--- config.mk ---
export PLATFORM = sky130hd
export DESIGN_NAME = sedge_front
export DESIGN_NICKNAME = d
export VERILOG_FILES = /design/src/rtl/sedge_pkg.sv /design/src/rtl/sedge_front.sv
export VERILOG_INCLUDE_DIRS = /design/src /design/src/rtl
export SDC_FILE = /design/constraint.sdc
export NUM_CORES = 1
export LEC_CHECK = 0
export ABC_CLOCK_PERIOD_IN_PS = 7700
export BUFFER_PORTS_ARGS = -buffer_cell sky130_fd_sc_hd__buf_4
export CORE_MARGIN = 5
export CORE_UTILIZATION = 60
export CTS_CLUSTER_DIAMETER = 40
export DETAILED_ROUTE_END_ITERATION = 16
export HOLD_SLACK_MARGIN = 0.08
export PLACE_DENSITY = 0.82
export SYNTH_ARGS = -nofsm -noshare
export SYNTH_HDL_FRONTEND = slang
export SYNTH_SLANG_ARGS = --single-unit
--- constraint.sdc ---
create_clock -name clk_i -period 7.7 [get_ports clk_i]
set_clock_uncertainty 0.2 [all_clocks]
set_input_delay 1.54 -clock clk_i [delete_from_list [all_inputs] [get_ports clk_i]]
set_output_delay 1.54 -clock clk_i [all_outputs]
set_load 0.02 [all_outputs]
--- src/rtl/sobel_edge_threshold_defines.svh ---
// Assertion helpers shared by the block's modules.
`ifndef SOBEL_EDGE_THRESHOLD_DEFINES_SVH
`define SOBEL_EDGE_THRESHOLD_DEFINES_SVH

// antecedent implies consequent in the same cycle
`define SEDGE_ASSERT_IMP(lbl, ante, cons, msg) \
  lbl: assert property (@(posedge clk_i) disable iff (!rst_ni) (ante) |-> (cons)) \
    else $error(msg);

// antecedent implies consequent in the next cycle
`define SEDGE_ASSERT_NXT(lbl, ante, cons, msg) \
  lbl: assert property (@(posedge clk_i) disable iff (!rst_ni) (ante) |=> (cons)) \
    else $error(msg);

`endif

--- src/rtl/sedge_pkg.sv ---
package sedge_pkg;

  localparam int unsigned MaxWidthDef  = 1024;
  localparam int unsigned MaxHeightDef = 1024;
  localparam int unsigned FifoDepth    = 4;

  localparam int unsigned PixW    = 8;
  localparam int unsigned CfgW    = 11;
  localparam int unsigned CfgIdxW = 2;
  localparam int unsigned GradW   = 12;
  localparam int unsigned SqW     = 21;
  localparam int unsigned MagW    = 22;

  localparam logic [CfgIdxW-1:0] RegFrameWidth    = 2'd0;
  localparam logic [CfgIdxW-1:0] RegFrameHeight   = 2'd1;
  localparam logic [CfgIdxW-1:0] RegEdgeThreshold = 2'd2;

  localparam int unsigned WidthRst     = 512;
  localparam int unsigned HeightRst    = 512;
  localparam int unsigned ThresholdRst = 38;

  localparam logic [PixW-1:0] PixEdge = 8'd0;
  localparam logic [PixW-1:0] PixFlat = 8'd255;

  typedef struct packed {
    logic [PixW-1:0] pix;
    logic            draining;
    logic            col_valid;
    logic            top_from_mid;
    logic            emit;
    logic            l_edge;
    logic            r_edge;
    logic            last;
  } cmd_t;

  function automatic int unsigned clamp_dim(int unsigned v, int unsigned hi);
    int unsigned r;
    r = v;
    if (v < 1) r = 1;
    else if (v > hi) r = hi;
    return r;
  endfunction

endpackage

--- src/rtl/sedge_front.sv ---
`include "sobel_edge_threshold_defines.svh"

module sedge_front #(
  parameter int unsigned MAX_WIDTH  = sedge_pkg::MaxWidthDef,
  parameter int unsigned MAX_HEIGHT = sedge_pkg::MaxHeightDef
) (
  input  logic                                clk_i,
  input  logic                                rst_ni,
  input  logic                                cfg_valid_i,
  output logic                                cfg_ready_o,
  input  logic [sedge_pkg::CfgIdxW-1:0]       cfg_index_i,
  input  logic [sedge_pkg::CfgW-1:0]          cfg_data_i,
  input  logic                                s_tvalid_i,
  output logic                                s_tready_o,
  input  logic [sedge_pkg::PixW-1:0]          pixel_value_i,
  input  logic                                flush_i,
  input  logic                                full_i,
  output logic                                push_o,
  output sedge_pkg::cmd_t                     cmd_o,
  output logic [$clog2(MAX_WIDTH)-1:0]        addr_o,
  output logic [sedge_pkg::MagW-1:0]          thr_sq_o
);

  localparam int unsigned CW = $clog2(MAX_WIDTH + 1);
  localparam int unsigned HW = $clog2(MAX_HEIGHT + 1);
  localparam int unsigned AW = $clog2(MAX_WIDTH);
  localparam logic [CW-1:0] WRst =
    CW'(sedge_pkg::clamp_dim(sedge_pkg::WidthRst, MAX_WIDTH));
  localparam logic [HW-1:0] HRst =
    HW'(sedge_pkg::clamp_dim(sedge_pkg::HeightRst, MAX_HEIGHT));
  localparam logic [sedge_pkg::MagW-1:0] ThrSqRst =
    sedge_pkg::MagW'(sedge_pkg::ThresholdRst * sedge_pkg::ThresholdRst);

  logic [CW-1:0]              w_q, w_d;
  logic [HW-1:0]              h_q, h_d;
  logic [sedge_pkg::MagW-1:0] thr_sq_q, thr_sq_d, thr_ext;
  logic [CW-1:0]              ic_q, ic_d;
  logic [HW-1:0]              ir_q, ir_d;
  logic                       draining, ic_zero, col_valid, drop, accept, ic_wrap, cfg_wr;

  assign cfg_ready_o = 1'b1;
  assign cfg_wr      = cfg_valid_i;
  assign s_tready_o  = !full_i;

  always_comb begin
    draining  = ir_q >= h_q;
    ic_zero   = ic_q == '0;
    col_valid = ic_q < w_q;
    drop      = !draining && flush_i;
    accept    = s_tvalid_i && !full_i;
    push_o    = accept && !drop;
    ic_wrap   = draining ? (ic_q == w_q) : (ic_q == w_q - CW'(1));

    cmd_o.pix          = pixel_value_i;
    cmd_o.draining     = draining;
    cmd_o.col_valid    = col_valid;
    cmd_o.top_from_mid = ir_q == HW'(1);
    cmd_o.emit         = ic_zero ? (ir_q >= HW'(2)) : (ir_q >= HW'(1));
    cmd_o.l_edge       = ic_zero ? (w_q < CW'(2)) : (ic_q < CW'(2));
    cmd_o.r_edge       = ic_zero ? 1'b1 : !col_valid;
    cmd_o.last         = draining && (ic_q == w_q);
    addr_o             = ic_q[AW-1:0];
  end

  always_comb begin
    w_d      = w_q;
    h_d      = h_q;
    thr_sq_d = thr_sq_q;
    ic_d     = ic_q;
    ir_d     = ir_q;
    thr_ext  = sedge_pkg::MagW'(cfg_data_i);
    if (cfg_wr) begin
      unique case (cfg_index_i)
        sedge_pkg::RegFrameWidth: begin
          w_d  = CW'(sedge_pkg::clamp_dim(int'(cfg_data_i), MAX_WIDTH));
          ic_d = '0;
          ir_d = '0;
        end
        sedge_pkg::RegFrameHeight: begin
          h_d  = HW'(sedge_pkg::clamp_dim(int'(cfg_data_i), MAX_HEIGHT));
          ic_d = '0;
          ir_d = '0;
        end
        sedge_pkg::RegEdgeThreshold: begin
          thr_sq_d = thr_ext * thr_ext;
        end
        default: begin
        end
      endcase
    end else if (push_o) begin
      if (ic_wrap) begin
        ic_d = '0;
        ir_d = draining ? '0 : ir_q + HW'(1);
      end else begin
        ic_d = ic_q + CW'(1);
      end
    end
  end

  always_ff @(posedge clk_i or negedge rst_ni) begin
    if (!rst_ni) begin
      w_q      <= WRst;
      h_q      <= HRst;
      thr_sq_q <= ThrSqRst;
      ic_q     <= '0;
      ir_q     <= '0;
    end else begin
      w_q      <= w_d;
      h_q      <= h_d;
      thr_sq_q <= thr_sq_d;
      ic_q     <= ic_d;
      ir_q     <= ir_d;
    end
  end

  assign thr_sq_o = thr_sq_q;

  `SEDGE_ASSERT_IMP(a_col_in_range, 1'b1, ic_q <= w_q, "input column beyond frame width")
  `SEDGE_ASSERT_IMP(a_row_in_range, 1'b1, ir_q <= h_q, "input row beyond frame height")

endmodule

==> metrics.txt <==
outcome complete, no violations; Port Buffers 58; All-Layer GR Usage approximately 23%; Arr. time, crit path around 6.7 ns; worst reg-to-reg path cell count 10; postcts setup bufs 0; period utilization ~87%; CP max stage delay approximately 0.55 ns; logic gate share of total power approximately 63%; Detail Route Antenna Nets 0; clock power share 16.8%; first-pass GRT wire length about 28000 um; main flop type after synthesis dfrtp_1; pwr/cell area approximately 300 nW/um^2; count of final max-slew check failures 0; Max VDD drop between 300 and 400 uV; detailed placement HPWL ~12000 um; global placement routability congestion 0.9097; CP cell instances buf_4 > nand2_1 > fa_1 > inv_1 > fa_1 > inv_1 > fa_1 > inv_1 > fa_1 > inv_1 > fa_1 > inv_1 > ha_1 > a21oi_1 > o21ai_1 > a311oi_2 > o21bai_1 > a2111o_1 > a31oi_2 > xnor2_1 > o21ai_1; CP Launch Type primary input; grt ovf 0; largest net degree at the start of global routing 66; Hold Buf Count CTS 0; Crit. End Element register; Pre-Repair DR Iteration Count 5; Min-Delay Path Depth 2; cts repair resizes 0; slowest CP cell fa_1; DR top layer met4; DR vias 5842; Chip Width between 100 and 150 um; worst r2r src ir_q[0]$_DFFE_PN0P_; count of flip-flops with a built-in enable after synthesis 0; Placed Area just under 8000 um^2; Final min period ~6.7 ns; Yosys cell types just over 60; area of the multi-input gates just under 5000 um^2; hold_sp h_q[4]$_DFFE_PN0P_; io pins just under 80; YS warnings 0; per-cell routed wire length ~15 um; num rows 40; Die Y-Extent about 120 um; register area share after synthesis approximately 22%; Syn Nets 1027; vias in the first global route 5927; # setup viols final 0; crit path max fanout 15; Seq cells post-synth 65; setup TNS 0 ns; Mean Syn Cell Area between 8 and 9 um^2; clock root buffer clkbuf_16; Metal-1 WL 6422 um; Initial DRC Count 399; number of buffers created by CTS 9; Rel. slew slack around 45%; register area roughly 1600 um^2; Worst path top cell family by delay adder cells; CTS Sinks 65; fraction of layout cells with a size suffix above 1 between 10% and 20%; clk_lat worst skew 0.33 ns; final hold violations 0; initial antenna violation count 0; crit path kind primary input to register; routed wire length ~16000 um; CTS max path bufs 2; CTS H-tree depth 3; clk slew on worst S/H paths around 0.060 ns; WHS Endpoint h_q[4]$_DFFE_PN0P_; slew of the pin with the lowest slew margin around 0.82 ns; Switching Power approximately 1.1 mW; Cell Area, Synth approximately 7400 um^2; max frequency ~0.15 GHz; Nets 1043; Initial Util between 60% and 70%; antenna cells 0; min-delay worst type register to register; Flop pwr share between 10% and 20%; internal reg-to-reg setup slack 4.35 ns; sw frac between 40 and 50%; asr flop ratio synth 100.0%; remaining routing DRC violations 0; max cap viols 0; commonest cells after routing, fill and taps aside inv_1, nand2_1, ha_1; final instance area 8030 um^2; critical path depth 21; RR Endpoint ic_q[2]$_DFFE_PN0P_; Final Util between 60 and 70%; crit path buf inv count 6; Cells after Synth ~860; met3 WL post-DR ~460 um; Layout Area Growth over Synthesis 8.596%; core area ~12000 um^2; most common cell after layout, fill and taps aside inv_1; Leak Pwr between 4 and 5 nW; Via density 5.580; CTS tree built; Pint roughly 1.3 mW; fill count between 900 and 1000; die area 14640 um^2; unrepaired setup endpoints after global routing false; WP data required slightly below 8 ns; met2 WL roughly 9000 um
-- Yosys cell counts (all sizes together) (16+ instances only) --
library cell | instances | area share, %
nand2b | 22 | 1.9
ha | 78 | 13
inv | 150 | 7.6
nand2 | 85 | 4.3
xnor2 | 21 | 2.5
o21ai | 57 | 3.9
fa | 64 | 17
nor2 | 31 | 1.6
nand3 | 16 | 1.1
and2 | 31 | 2.6
dfrtp | 58 | 20
a21oi | 36 | 2.5
clkbuf | 24 | 1.2
buf | 30 | 2.9
nor3 | 18 | 1.3
-- stage by stage --
step / hold slack [ns] / power, mW / worst slack, ns / instances
3_5_place_dp: 0.2727 / 1.955 / 0.7153 / 1031
3_3_place_gp: 0.2641 / 1.930 / 0.7866 / 1031
5_1_grt: 0.2990 / 2.585 / 0.7786 / 1047
2_1_floorplan: 0.2498 / 1.597 / 0.8950 / 858
4_1_cts: 0.2844 / 2.382 / 1.027 / 1047
6_report: 0.2796 / 2.360 / 1.029 / 1047
-- per-layer routing --
metal / GRT usage, % / vias up
met3: 2.704 / 20
li1: - / 2833
met2: 42.83 / 109
met1: 27.93 / 2880
met4: 7.295 / 0
met5: 0 / -
-- cells by family (layout without fill, tap and decap cells) --
| logic type | Yosys count | count (layout) | synth area share [%] |
|---|---|---|---|
| compound gates | 159 | 159 | 13.72 |
| xor+xnor | 31 | 31 | 3.672 |
| fa+ha+maj | 142 | 142 | 30.52 |
| buf+inv | 204 | 225 | 11.76 |
| flops | 65 | 65 | 22.12 |
| mux | 6 | 6 | 0.8967 |
| other cells | 2 | 2 | 0.1016 |
| simple gates | 249 | 249 | 17.21 |
-- worst max-delay path by stage --
stage                                     endpoint            from  slack, ns
after floorplan           thr_sq_o[18]$_DFFE_PN0P_   cfg_data_i[2]       0.89
after global placement    thr_sq_o[18]$_DFFE_PN0P_   cfg_data_i[2]       0.79
after detailed placement  thr_sq_o[18]$_DFFE_PN0P_   cfg_data_i[7]       0.72
after CTS                 thr_sq_o[18]$_DFFE_PN0P_   cfg_data_i[7]       1.03
after global routing      thr_sq_o[21]$_DFFE_PN0P_  cfg_data_i[10]       0.78
final                     thr_sq_o[18]$_DFFE_PN0P_   cfg_data_i[2]       1.03
-- power by group through the flow --
stage | Sequential (mW) | Clock, mW | Combinational, mW
CTS | 0.470 | 0.404 | 1.51
global placement | 0.474 | 0 | 1.46
finish | 0.470 | 0.398 | 1.49
floorplan | 0.515 | 0 | 1.08
detailed placement | 0.475 | 0 | 1.48
global route | 0.480 | 0.420 | 1.68
-- area by class of cell --
type	count	share of cell area, %
multi-input cells	589	60.89
flip-flops and latches	65	20.36
inverters	150	7.012
repair buffers	59	5.516
clock buffers	11	2.898
well taps	168	2.618
clock inverters	5	0.7012
-- worst reg2reg max path: cells and delay by family, from the launching register on --
kind	cells	cell delay, ns
flip-flops	1	0.40
adder cells (fa/ha/maj)	1	0.25
AO/OA/AOI/OAI	6	1.65
AND/OR/NAND/NOR	2	0.55
buffers and inverters	1	0.15
-- sequential cells by signal, summed over array words and instances (netlist names) --
| signal | flops |
|---|---|
| ic_q | 11 |
| thr_sq_o | 21 |
| w_q | 11 |
| ir_q | 11 |
| h_q | 11 |
Power figures use the tool's default switching activity.
