**src/rtl/sobel_edge_threshold_defines.svh**
```systemverilog
// Assertion helpers shared by the block's modules.
`ifndef SOBEL_EDGE_THRESHOLD_DEFINES_SVH
`define SOBEL_EDGE_THRESHOLD_DEFINES_SVH

// antecedent implies consequent in the same cycle
`define SEDGE_ASSERT_IMP(lbl, ante, cons, msg) \
  lbl: assert property (@(posedge clk_i) disable iff (!rst_ni) (ante) |-> (cons)) \
    else $error(msg);

// antecedent implies consequent in the next cycle
`define SEDGE_ASSERT_NXT(lbl, ante, cons, msg) \
  lbl: assert property (@(posedge clk_i) disable iff (!rst_ni) (ante) |=> (cons)) \
    else $error(msg);

`endif

```
**src/rtl/sedge_pkg.sv**
```systemverilog
package sedge_pkg;

  localparam int unsigned MaxWidthDef  = 1024;
  localparam int unsigned MaxHeightDef = 1024;
  localparam int unsigned FifoDepth    = 4;

  localparam int unsigned PixW    = 8;
  localparam int unsigned CfgW    = 11;
  localparam int unsigned CfgIdxW = 2;
  localparam int unsigned GradW   = 12;
  localparam int unsigned SqW     = 21;
  localparam int unsigned MagW    = 22;

  localparam logic [CfgIdxW-1:0] RegFrameWidth    = 2'd0;
  localparam logic [CfgIdxW-1:0] RegFrameHeight   = 2'd1;
  localparam logic [CfgIdxW-1:0] RegEdgeThreshold = 2'd2;

  localparam int unsigned WidthRst     = 512;
  localparam int unsigned HeightRst    = 512;
  localparam int unsigned ThresholdRst = 38;

  localparam logic [PixW-1:0] PixEdge = 8'd0;
  localparam logic [PixW-1:0] PixFlat = 8'd255;

  typedef struct packed {
    logic [PixW-1:0] pix;
    logic            draining;
    logic            col_valid;
    logic            top_from_mid;
    logic            emit;
    logic            l_edge;
    logic            r_edge;
    logic            last;
  } cmd_t;

  function automatic int unsigned clamp_dim(int unsigned v, int unsigned hi);
    int unsigned r;
    r = v;
    if (v < 1) r = 1;
    else if (v > hi) r = hi;
    return r;
  endfunction

endpackage

```
**src/rtl/sedge_fifo.sv**
```systemverilog
`include "sobel_edge_threshold_defines.svh"

module sedge_fifo #(
  parameter int unsigned DW = 8
) (
  input  logic          clk_i,
  input  logic          rst_ni,
  input  logic          push_i,
  input  logic [DW-1:0] wdata_i,
  input  logic          pop_i,
  output logic [DW-1:0] rdata_o,
  output logic          full_o,
  output logic          empty_o
);

  localparam int unsigned PW   = $clog2(sedge_pkg::FifoDepth);
  localparam int unsigned CNTW = $clog2(sedge_pkg::FifoDepth + 1);
  localparam logic [PW-1:0]   PtrLast = PW'(sedge_pkg::FifoDepth - 1);
  localparam logic [CNTW-1:0] CntFull = CNTW'(sedge_pkg::FifoDepth);

  logic [DW-1:0]   mem_q [sedge_pkg::FifoDepth];
  logic [PW-1:0]   wr_ptr_q, rd_ptr_q;
  logic [CNTW-1:0] cnt_q;

  assign full_o  = cnt_q == CntFull;
  assign empty_o = cnt_q == '0;
  assign rdata_o = mem_q[rd_ptr_q];

  always_ff @(posedge clk_i) begin
    if (push_i) begin
      mem_q[wr_ptr_q] <= wdata_i;
    end
  end

  always_ff @(posedge clk_i or negedge rst_ni) begin
    if (!rst_ni) begin
      wr_ptr_q <= '0;
      rd_ptr_q <= '0;
      cnt_q    <= '0;
    end else begin
      if (push_i) begin
        wr_ptr_q <= (wr_ptr_q == PtrLast) ? '0 : wr_ptr_q + PW'(1);
      end
      if (pop_i) begin
        rd_ptr_q <= (rd_ptr_q == PtrLast) ? '0 : rd_ptr_q + PW'(1);
      end
      if (push_i && !pop_i) begin
        cnt_q <= cnt_q + CNTW'(1);
      end else if (pop_i && !push_i) begin
        cnt_q <= cnt_q - CNTW'(1);
      end
    end
  end

  `SEDGE_ASSERT_IMP(a_no_overflow, push_i, !full_o, "request pushed into full queue")
  `SEDGE_ASSERT_IMP(a_no_underflow, pop_i, !empty_o, "request popped from empty queue")

endmodule

```
**config.mk**
```make
export PLATFORM = sky130hd
export DESIGN_NAME = sedge_fifo
export DESIGN_NICKNAME = d
export VERILOG_FILES = /design/src/rtl/sedge_pkg.sv /design/src/rtl/sedge_fifo.sv
export VERILOG_INCLUDE_DIRS = /design/src /design/src/rtl
export SDC_FILE = /design/constraint.sdc
export NUM_CORES = 1
export LEC_CHECK = 0
export ABC_AREA = 1
export BUFFER_PORTS_ARGS = -buffer_cell sky130_fd_sc_hd__buf_2
export CAP_MARGIN = 20
export CORE_ASPECT_RATIO = 0.5
export CORE_UTILIZATION = 55
export CTS_CLUSTER_DIAMETER = 100
export DETAILED_ROUTE_END_ITERATION = 7
export PLACE_DENSITY = 0.76
export SYNTH_ARGS = -nofsm -noshare
export SYNTH_HDL_FRONTEND = slang
export SYNTH_SLANG_ARGS = --single-unit
```
**constraint.sdc**
```tcl
create_clock -name clk_i -period 1.9 [get_ports clk_i]
set_input_delay 0.285 -clock clk_i [delete_from_list [all_inputs] [get_ports clk_i]]
set_output_delay 0.285 -clock clk_i [all_outputs]
set_load 0.02 [all_outputs]
```
==> qor.txt, run 1 <==
Outcome - complete, no violations
Hold Path Origin - wdata_i[0]
Buf/Inv on CP - 2
Worst-margin pin slew - 0.366 ns
Largest net degree at the start of global routing - 34
Die area - 3340 um^2
Fmax - 582 MHz
DR WL/cell - 13.1 um
GR Overflow Total - 0
Syn. warnings - 0
Top post-synthesis cells by area - edfxtp_1 56%, dfrtp_1 10%, nand2_1 8.4%, o211ai_1 7.1%, inv_1 6.0%
Combinational fraction of design power - 0.322
Pins Over Slew Limit - 0
Initial antenna violation count - 0
I/O pin cnt - 22
Row cnt - 13
Layout fillers - 202
Avg Cell Area, Syn - 11.8 um^2
EDFF count, synth - 32
Vias - 1012
Endpoint class of the critical path - output port
Tcrit/Tclk final - 0.904
Initial Utilization - 0.616
Most frequent CP cell - nand2_1
Cell area after synthesis - 1700 um^2
Seq pwr share - 0.412
Max VDD drop - 0.904 mV
Most frequent cell after synthesis - nand2_1
First-pass GRT wire length - 4430 um
Setup WS pre-CTS - 0.389 ns
Final Wtd Congestion - 0.696
Setup WS post-layout - 0.182 ns
PortBufs - 21
Final hold slack - 0.212 ns
Clk_skew - 0.00955 ns
Pwr Total - 3030 uW
Routed vias/inst - 4.87
Synthesized flop and latch total - 39
Startpoint Class - register
Number of nets in the layout - 189
Die Span X - 80.7 um
H-tree depth - 2
Synth Instances - 144
Max-Cap Viols - 0
Drt first pass iters - 4
Period minus WS final - 1.72 ns
Share of layout cells above drive strength 1 - 0.181
Root Driver - clkbuf_8
Residual DRC count - 0
Sw Ratio - 0.342
Setup-failing EPs final - 0
Post-DP HPWL - 1820 um
Storage cell area - 1140 um^2
Clk slew on worst S/H paths - 0.07 ns
Clock power frac - 0.265
Post-synthesis sequential area ratio - 0.667
Worst Hold End - mem_q[1][0]$_DFFE_PP_
RSZ-0062 raised after global routing - no
R2R Path Start - wr_ptr_q[0]$_DFFE_PN0P_
Crit path max-delay family - flip-flops
Critical path fanouts, max - 33
Share of the synthesized area in the top cell type - 0.564
Top post-synthesis cells by count - 38 x nand2_1, 32 x edfxtp_1, 27 x inv_1
Ys flop type - edfxtp_1
Final TNS setup - 0 ns
Leak Pwr - 0.000891 uW
P_sw - 1040 uW
Kind of critical path - register to output port
Die Span Y - 41.3 um
Worst R2R End - mem_q[0][2]$_DFFE_PP_
Number of global-route vias before repair - 929
Syn Nets - 163
Synth area leader - edfxtp_1
Max incr delay on CP - 0.42 ns
Post-synthesis cell type count - 17
CP cell instances - inv_4, nand2_1, o211ai_1, nand2_1, buf_2
P&R area growth vs syn - 15.4%
Worst min-delay path class - input port to register
Rel. slew slack - 0.756
Routed Antenna Nets - 0
Post-route insts no fill - 208
Core area - 2770 um^2
Num CTS Buffers - 5
Hold path depth - 1
Setup bufs post-CTS - 0
FF-to-FF setup slack - 0.60 ns
Fin. Hold Viols - 0
Crit-path slowest cell - dfrtp_1
Worst-Skew Late Latency - 0.29 ns
Int Power - 1990 uW
# clock sinks - 39
Detailed Route WL - 2730 um
Placed Cells - 199
CTS tree - yes
Synth async-reset ratio - 0.179
Max Root-Sink Buffers - 2
Diodes inserted - 0
Worst Path Required - 1.62 ns
R2R cell count - 4
Iter 0 DRT Violations - 65
PwrDens - 1540 nW/um^2
Multi-input logic area - 417 um^2
Total GRT Usage - 0.205
Worst endpoint data arrival time - 1.43 ns
cell usage in the layout, fill, tap and decap left out:
master,count
nand2_1,38
edfxtp_1,32
inv_1,27
buf_2,21
o211ai_1,16
dfrtp_1,7
ha_1,6
clkbuf_8,5
o21ai_0,4
nor3_1,2
bufinv_16,2
inv_4,1
inv_2,1
xnor2_1,1
a21oi_1,1
nor2_1,1
nand3_1,1
nand4_1,1
fa_1,1
clkbuf_1,1
dlygate4sd3_1,1
buf_4,1
state kept, by name, indices dropped and copies added, names as in the netlist:
signal,cells
mem_q,32
cnt_q,3
rd_ptr_q,2
wr_ptr_q,2
per-layer routing:
| layer | up-vias | track usage | wire length (um) |
|---|---|---|---|
| li1 | 533 | - | - |
| met1 | 449 | 0.244 | 1240 |
| met2 | 25 | 0.367 | 1290 |
| met3 | 5 | 0.0609 | 162 |
| met4 | 0 | 0.0938 | 36 |
| met5 | - | 0 | 0 |
stage by stage:
step / util / area, um^2
after floorplan: - / 1700
after global placement: 0.658 / 1820
after detailed placement: 0.658 / 1820
after CTS: 0.710 / 1960
after global routing: 0.711 / 1970
final: 0.711 / 1970
power groups by stage:
stage	clock, uW	sequential [uW]	combinational, uW
after global routing	852	1270	1120
final	803	1250	976
after global placement	0	1260	949
after detailed placement	0	1260	983
after CTS	814	1250	993
after floorplan	0	1230	766
final cells by class:
type | count | share of cell area
Timing Repair Buffer | 23 | 0.0624
Sequential cell | 39 | 0.578
Clock inverter | 2 | 0.0306
Multi-Input combinational cell | 72 | 0.212
Inverter | 29 | 0.0567
Clock buffer | 6 | 0.0369
Tap cell | 37 | 0.0236
worst register-to-register path, stage by stage, from the launching register on:
cell,delay [ns]
dfrtp_1,0.42
inv_1,0.10
ha_1,0.14
nand2_1,0.04
inv_1,0.27
worst max-delay path by stage:
stage                             from                    to  cells after the start
2_1_floorplan                    pop_i  cnt_q[2]$_DFFE_PN0P_                      8
3_3_place_gp   rd_ptr_q[0]$_DFFE_PN0P_            rdata_o[0]                      5
3_5_place_dp   rd_ptr_q[0]$_DFFE_PN0P_            rdata_o[1]                      5
4_1_cts        rd_ptr_q[0]$_DFFE_PN0P_            rdata_o[0]                      5
5_1_grt        rd_ptr_q[0]$_DFFE_PN0P_            rdata_o[0]                      5
6_report       rd_ptr_q[0]$_DFFE_PN0P_            rdata_o[0]                      5
logic make-up after synthesis:
group                    count (synthesis)  share of synthesized area
AO/OA/AOI/OAI                           21                     0.0852
XOR/XNOR                                 1                    0.00514
adder cells (fa/ha/maj)                  7                     0.0558
buffers and inverters                   33                     0.0882
flip-flops                              39                      0.667
AND/OR/NAND/NOR                         43                     0.0985
timing repair:
action / CTS / global route
hold buffers: 1 / 0
hold endpoints to repair: 7 / 0
gates resized for setup: 0 / 2
setup endpoints to repair: 0 / 8
(Power assumes the default switching activity.)
==> run 2, diff against run 1 <==
==> constraint.sdc (replaced) <==
create_clock -name clk_i -period 1.9 [get_ports clk_i]
set_input_delay 0.095 -clock clk_i [delete_from_list [all_inputs] [get_ports clk_i]]
set_output_delay 0.095 -clock clk_i [all_outputs]
set_load 0.02 [all_outputs]
==> run 2 against run 1 <==
Effect of this change: flip-flop and latch count is the same; fmax grew 4.6%; wire length grew 1.7%; count of clock-buffer cells in the layout shrank 1; clock power shrank 16%; total power shrank 4.7%.
==> qor.txt, run 2 (synthesized netlist as in run 1, its figures left out) <==
Row cnt - 13 (unchanged)
Routed Antenna Nets - 0 (unchanged)
Startpoint Class - register
Layout fillers - 195 (-3.5%)
Root Driver - clkbuf_8
Post-DP HPWL - 1930 um (+6.3%)
Hold path depth - 1 (unchanged)
Endpoint class of the critical path - output port
Worst R2R End - mem_q[2][7]$_DFFE_PP_
Die area - 3340 um^2 (unchanged)
# clock sinks - 39 (unchanged)
Clk slew on worst S/H paths - 0.08 ns (about the same)
Residual DRC count - 0 (unchanged)
Outcome - complete, no violations
Drt first pass iters - 4 (unchanged)
Leak Pwr - 0.000879 uW (-1.4%)
Share of layout cells above drive strength 1 - 0.182 (+0.00107)
Fmax - 609 MHz (+4.6%)
P&R area growth vs syn - 13.7%
Kind of critical path - register to output port
Fin. Hold Viols - 0 (unchanged)
Biggest regs - mem_q: 32 flops, cnt_q: 3 flops
Setup WS post-layout - 0.258 ns (+0.0757 ns)
DR WL/cell - 13.4 um (+2.2%)
Die Span X - 80.7 um (unchanged)
Clk_skew - 0.00840 ns (-0.00115 ns)
Final Wtd Congestion - 0.676 (-2.8%)
R2R cell count - 4 (unchanged)
RSZ-0062 raised after global routing - no
Vias - 1054 (+4.2%)
Most common cell after layout, fill and taps aside - nand2_1
Largest net degree at the start of global routing - 34 (unchanged)
Max FFs per register - 32 (unchanged)
Hold Path Origin - wdata_i[3]
Setup-failing EPs final - 0 (unchanged)
Worst Path Required - 1.80 ns (+0.18 ns)
Max VDD drop - 0.919 mV (+1.6%)
Worst-margin pin slew - 0.488 ns (+0.123 ns)
PortBufs - 21 (unchanged)
Diodes inserted - 0 (unchanged)
Top reg by flops - mem_q
Commonest non-fill, non-tap cells in the layout - 38 x nand2_1, 32 x edfxtp_1, 27 x inv_1
Routed vias/inst - 5.09 (+4.7%)
Max Root-Sink Buffers - 2 (unchanged)
Max-Cap Viols - 0 (unchanged)
Worst endpoint data arrival time - 1.55 ns (+0.12 ns)
Final TNS setup - 0 ns (unchanged)
Core area - 2770 um^2 (unchanged)
Final core occ - 0.700 (-0.0109)
Initial antenna violation count - 0 (unchanged)
I/O pin cnt - 22 (unchanged)
GR Overflow Total - 0 (unchanged)
CTS tree - yes
Die Span Y - 41.3 um (unchanged)
Number of nets in the layout - 188 (-0.53%)
Number of global-route vias before repair - 892 (-4.0%)
Total GRT Usage - 0.197 (-0.00793)
Detailed Route WL - 2780 um (+1.7%)
Iter 0 DRT Violations - 78 (+20%)
First-pass GRT wire length - 4330 um (-2.2%)
Worst min-delay path class - input port to register
Pwr Total - 2890 uW (-4.7%)
Setup WS pre-CTS - 0.562 ns (+0.173 ns)
Pins Over Slew Limit - 0 (unchanged)
PwrDens - 1490 nW/um^2 (-3.2%)
Rel. slew slack - 0.674 (-0.0820)
Tcrit/Tclk final - 0.864 (-0.0398)
R2R Path Start - wr_ptr_q[0]$_DFFE_PN0P_
Period minus WS final - 1.64 ns (-0.0757 ns)
Num CTS Buffers - 5 (unchanged)
FF-to-FF setup slack - 0.57 ns (-0.03 ns)
Critical path fanouts, max - 33 (unchanged)
Worst-Skew Late Latency - 0.29 ns (about the same)
H-tree depth - 2 (unchanged)
Worst Hold End - mem_q[3][3]$_DFFE_PP_
Initial Utilization - 0.616 (unchanged)
## run 2: metrics by stage
stage,hold slack [ns],cells,cell area [um^2]
finish,0.0160,207,1940
global route,0.0204,207,1940
floorplan,-0.201,144,1700
global placement,-0.0675,198,1810
CTS,0.0153,207,1940
detailed placement,-0.0643,198,1810
## run 2: cell type report
class,instances,area (um^2),share of cell area
multi-input combinational,72,417,0.215
inverter,29,109,0.0562
clock buffer,5,68.8,0.0356
clock inverter,3,43.8,0.0226
tap,37,46.3,0.0239
sequential,39,1140,0.587
timing repair buffer,22,115,0.0595
## run 2: how the worst max path moves through the flow
stage,startpoint,endpoint,slack (ns),cells after the start
5_1_grt,rd_ptr_q[0]$_DFFE_PN0P_,rdata_o[3],0.10,5
2_1_floorplan,cnt_q[0]$_DFFE_PN0P_,cnt_q[2]$_DFFE_PN0P_,0.70,5
3_5_place_dp,wr_ptr_q[0]$_DFFE_PN0P_,mem_q[2][5]$_DFFE_PP_,0.56,4
4_1_cts,rd_ptr_q[0]$_DFFE_PN0P_,rdata_o[3],0.25,5
6_report,rd_ptr_q[0]$_DFFE_PN0P_,rdata_o[3],0.26,5
3_3_place_gp,wr_ptr_q[0]$_DFFE_PN0P_,mem_q[2][4]$_DFFE_PP_,0.60,4
## run 2: worst max-delay path: stages, from the launching register on
cell and delay, ns:
dfrtp_1 0.40, inv_2 0.38, nand2_1 0.11, o211ai_1 0.13, nand2_1 0.07, buf_2 0.16
## run 2: timing repair
item | CTS | global route
hold buffers | 1 | 0
endpoints found under the hold margin | 7 | 0
gates resized for setup | 0 | 0
buffers inserted | 0 | 0
## run 2: per-layer routing
layer / routed length, um / GRT usage / vias to the layer above
met3: 137 / 0.0652 / 5
met5: 0 / 0 / -
met2: 1280 / 0.337 / 20
li1: - / - / 534
met4: 36 / 0.0938 / 0
met1: 1330 / 0.239 / 495
## run 2: power by group
group	internal (uW)	total, uW	switching, uW
clock	391	678	287
sequential	1140	1270	134
combinational	316	938	622
==> run 3, diff against run 2 <==
- ABC_AREA: 1 -> not set
- GPL_TIMING_DRIVEN: not set -> 0
- PLACE_DENSITY: 0.76 -> 0.77
==> run 3 against run 2 <==
Effect of this change: combinational power fell by 3.2%; critical endpoint is now rdata_o[6]; hold slack improved by 0.014 ns; fmax rose by 2.1%; non-clock buffer count rose by 2; largest power group unchanged; via count fell by 28%; largest cell class unchanged; synthesized area fell by 7.8%; flip-flop and latch count did not move.
==> qor.txt, run 3 <==
Outcome - complete, no violations
Setup WS pre-CTS - 0.455 ns (-0.107 ns)
Cell area after synthesis - 1570 um^2 (-7.8%)
Max Root-Sink Buffers - 2 (unchanged)
Syn Nets - 98 (-40%)
# clock sinks - 39 (unchanged)
Root Driver - clkbuf_8
Worst Path Required - 1.80 ns (about the same)
Final hold slack - 0.0296 ns (+0.0136 ns)
Total GRT Usage - 0.181 (-0.0161)
Syn. warnings - 0 (unchanged)
Kind of critical path - register to output port
Core area - 2650 um^2 (-4.1%)
GR Overflow Total - 0 (unchanged)
Post-DP HPWL - 1730 um (-10%)
Worst-margin pin slew - 0.426 ns (-0.0627 ns)
Most frequent cell after synthesis - edfxtp_1
Share of layout cells above drive strength 1 - 0.376 (+0.194)
Post-synthesis sequential area ratio - 0.724 (+0.0563)
Period minus WS final - 1.61 ns (-0.0338 ns)
First-pass GRT wire length - 3780 um (-13%)
Worst endpoint data arrival time - 1.51 ns (-0.04 ns)
Final TNS setup - 0 ns (unchanged)
Synth Instances - 79 (-45%)
Avg Cell Area, Syn - 19.9 um^2 (+68%)
Biggest regs - mem_q: 32 flops, cnt_q: 3 flops
Pins Over Slew Limit - 0 (unchanged)
Tcrit/Tclk final - 0.846 (-0.0178)
Layout fillers - 174 (-11%)
Top reg by flops - mem_q
Synth area leader - edfxtp_1
Multi-input logic area - 399 um^2 (-4.2%)
CP cell instances - buf_6, mux4_2, buf_2
Top post-synthesis cells by count - 32 x edfxtp_1, 8 x mux4_2, 7 x dfrtp_1
Num CTS Buffers - 5 (unchanged)
Drt first pass iters - 4 (unchanged)
Leak Pwr - 0.000688 uW (-22%)
PortBufs - 21 (unchanged)
Most common cell after layout, fill and taps aside - edfxtp_1
Rel. slew slack - 0.716 (+0.0423)
Routed Antenna Nets - 0 (unchanged)
Critical path fanouts, max - 10 (-70%)
Top post-synthesis cells by area - edfxtp_1 61%, mux4_2 11%, dfrtp_1 11%, ha_1 4.8%, mux2_2 2.2%
DR WL/cell - 16.4 um (+22%)
Synth async-reset ratio - 0.179 (unchanged)
RSZ-0062 raised after global routing - no
EDFF count, synth - 32 (unchanged)
Initial Utilization - 0.592 (-0.0236)
Number of nets in the layout - 127 (-32%)
Post-route insts no fill - 146 (-29%)
Largest net degree at the start of global routing - 13 (-62%)
Endpoint class of the critical path - output port
Die Span Y - 39.8 um (-3.8%)
PwrDens - 1460 nW/um^2 (-1.8%)
Worst-Skew Late Latency - 0.28 ns (about the same)
Die area - 3090 um^2 (-7.5%)
Vias - 757 (-28%)
Commonest non-fill, non-tap cells in the layout - 32 x edfxtp_1, 22 x buf_2, 8 x mux4_2
Iter 0 DRT Violations - 50 (-36%)
Max FFs per register - 32 (unchanged)
CTS tree - yes
Initial antenna violation count - 0 (unchanged)
Max VDD drop - 0.755 mV (-18%)
Fin. Hold Viols - 0 (unchanged)
P&R area growth vs syn - 15.7%
Storage cell area - 1140 um^2 (unchanged)
Startpoint Class - register
Diodes inserted - 0 (unchanged)
Max-Cap Viols - 0 (unchanged)
Fmax - 622 MHz (+2.1%)
Final Wtd Congestion - 0.680 (+0.52%)
Share of the synthesized area in the top cell type - 0.612 (+0.0477)
Max incr delay on CP - 0.50 ns (+0.10 ns)
Die Span X - 77.6 um (-3.9%)
Worst min-delay path class - input port to register
Pwr Total - 2660 uW (-7.8%)
Clk_skew - 0.00249 ns (-0.00591 ns)
Ys flop type - edfxtp_1
Routed vias/inst - 5.18 (+1.8%)
Crit-path slowest cell - mux4_2
Post-synthesis cell type count - 18 (+1)
Clk slew on worst S/H paths - 0.07 ns (about the same)
I/O pin cnt - 22 (unchanged)
Number of global-route vias before repair - 807 (-9.5%)
Placed Cells - 137 (-31%)
Setup-failing EPs final - 0 (unchanged)
H-tree depth - 2 (unchanged)
Row cnt - 13 (unchanged)
Detailed Route WL - 2400 um (-14%)
Setup WS post-layout - 0.292 ns (+0.0338 ns)
Synthesized flop and latch total - 39 (unchanged)
Residual DRC count - 0 (unchanged)
-- run 3: routing by layer --
metal,GRT usage,vias to the layer above,routed length [um]
met4,0.0708,0,14
met5,0,-,0
met1,0.209,379,1060
li1,-,359,-
met2,0.327,16,1240
met3,0.0605,3,92
-- run 3: worst paths after layout --
| path | startpoint | end | slack, ns | cells past startpoint |
|---|---|---|---|---|
| max | rd_ptr_q[0]$_DFFE_PN0P_ | rdata_o[6] | 0.29 | 3 |
| min | wdata_i[6] | mem_q[3][6]$_DFFE_PP_ | 0.03 | 1 |
| max reg2reg | wr_ptr_q[0]$_DFFE_PN0P_ | mem_q[2][1]$_DFFE_PP_ | 0.46 | 3 |
| min reg2reg | cnt_q[2]$_DFFE_PN0P_ | cnt_q[2]$_DFFE_PN0P_ | 0.51 | 1 |
| max in group asynchronous | rst_ni | rd_ptr_q[0]$_DFFE_PN0P_ | 1.57 | 2 |
| min in group asynchronous | rst_ni | wr_ptr_q[0]$_DFFE_PN0P_ | 0.18 | 2 |
-- run 3: critical path: cells and delay by family (launching register included) --
kind     cells  cell delay [ns]
mux          1             0.50
flops        1             0.37
buf+inv      2             0.35
-- run 3: final cells by class --
cell class                 count  share of cell area
multi-input combinational     33               0.220
inverter                       5              0.0103
timing repair buffer          22              0.0634
buffer                         2             0.00895
clock buffer                   6              0.0399
clock inverter                 2             0.00689
tap                           37              0.0255
sequential                    39               0.625
-- run 3: power by group --
| part | internal, uW | switching [uW] |
|---|---|---|
| clock network | 256 | 271 |
| logic | 414 | 494 |
| registers | 1130 | 98.7 |
| total | 1800 | 863 |
-- run 3: repair_timing --
| item | 4_1_cts | 5_1_grt |
|---|---|---|
| endpoints found under the hold margin | 7 | 0 |
| gates resized for setup | 0 | 0 |
| hold buffers | 1 | 0 |
| setup buffers | 0 | 0 |
| endpoints found under the setup margin | 0 | 0 |
-- run 3: logic make-up after synthesis --
logic type | share of synthesized area
AO/OA/AOI/OAI | 0.00637
adder cells (fa/ha/maj) | 0.0606
multiplexers | 0.136
buffers and inverters | 0.0223
AND/OR/NAND/NOR | 0.0343
flip-flops | 0.724
XOR/XNOR | 0.0167
-- run 3: through the flow --
step	util	cell area [um^2]
2_1_floorplan	-	1570
3_3_place_gp	0.649	1720
3_5_place_dp	0.649	1720
4_1_cts	0.685	1820
5_1_grt	0.685	1820
6_report	0.685	1820
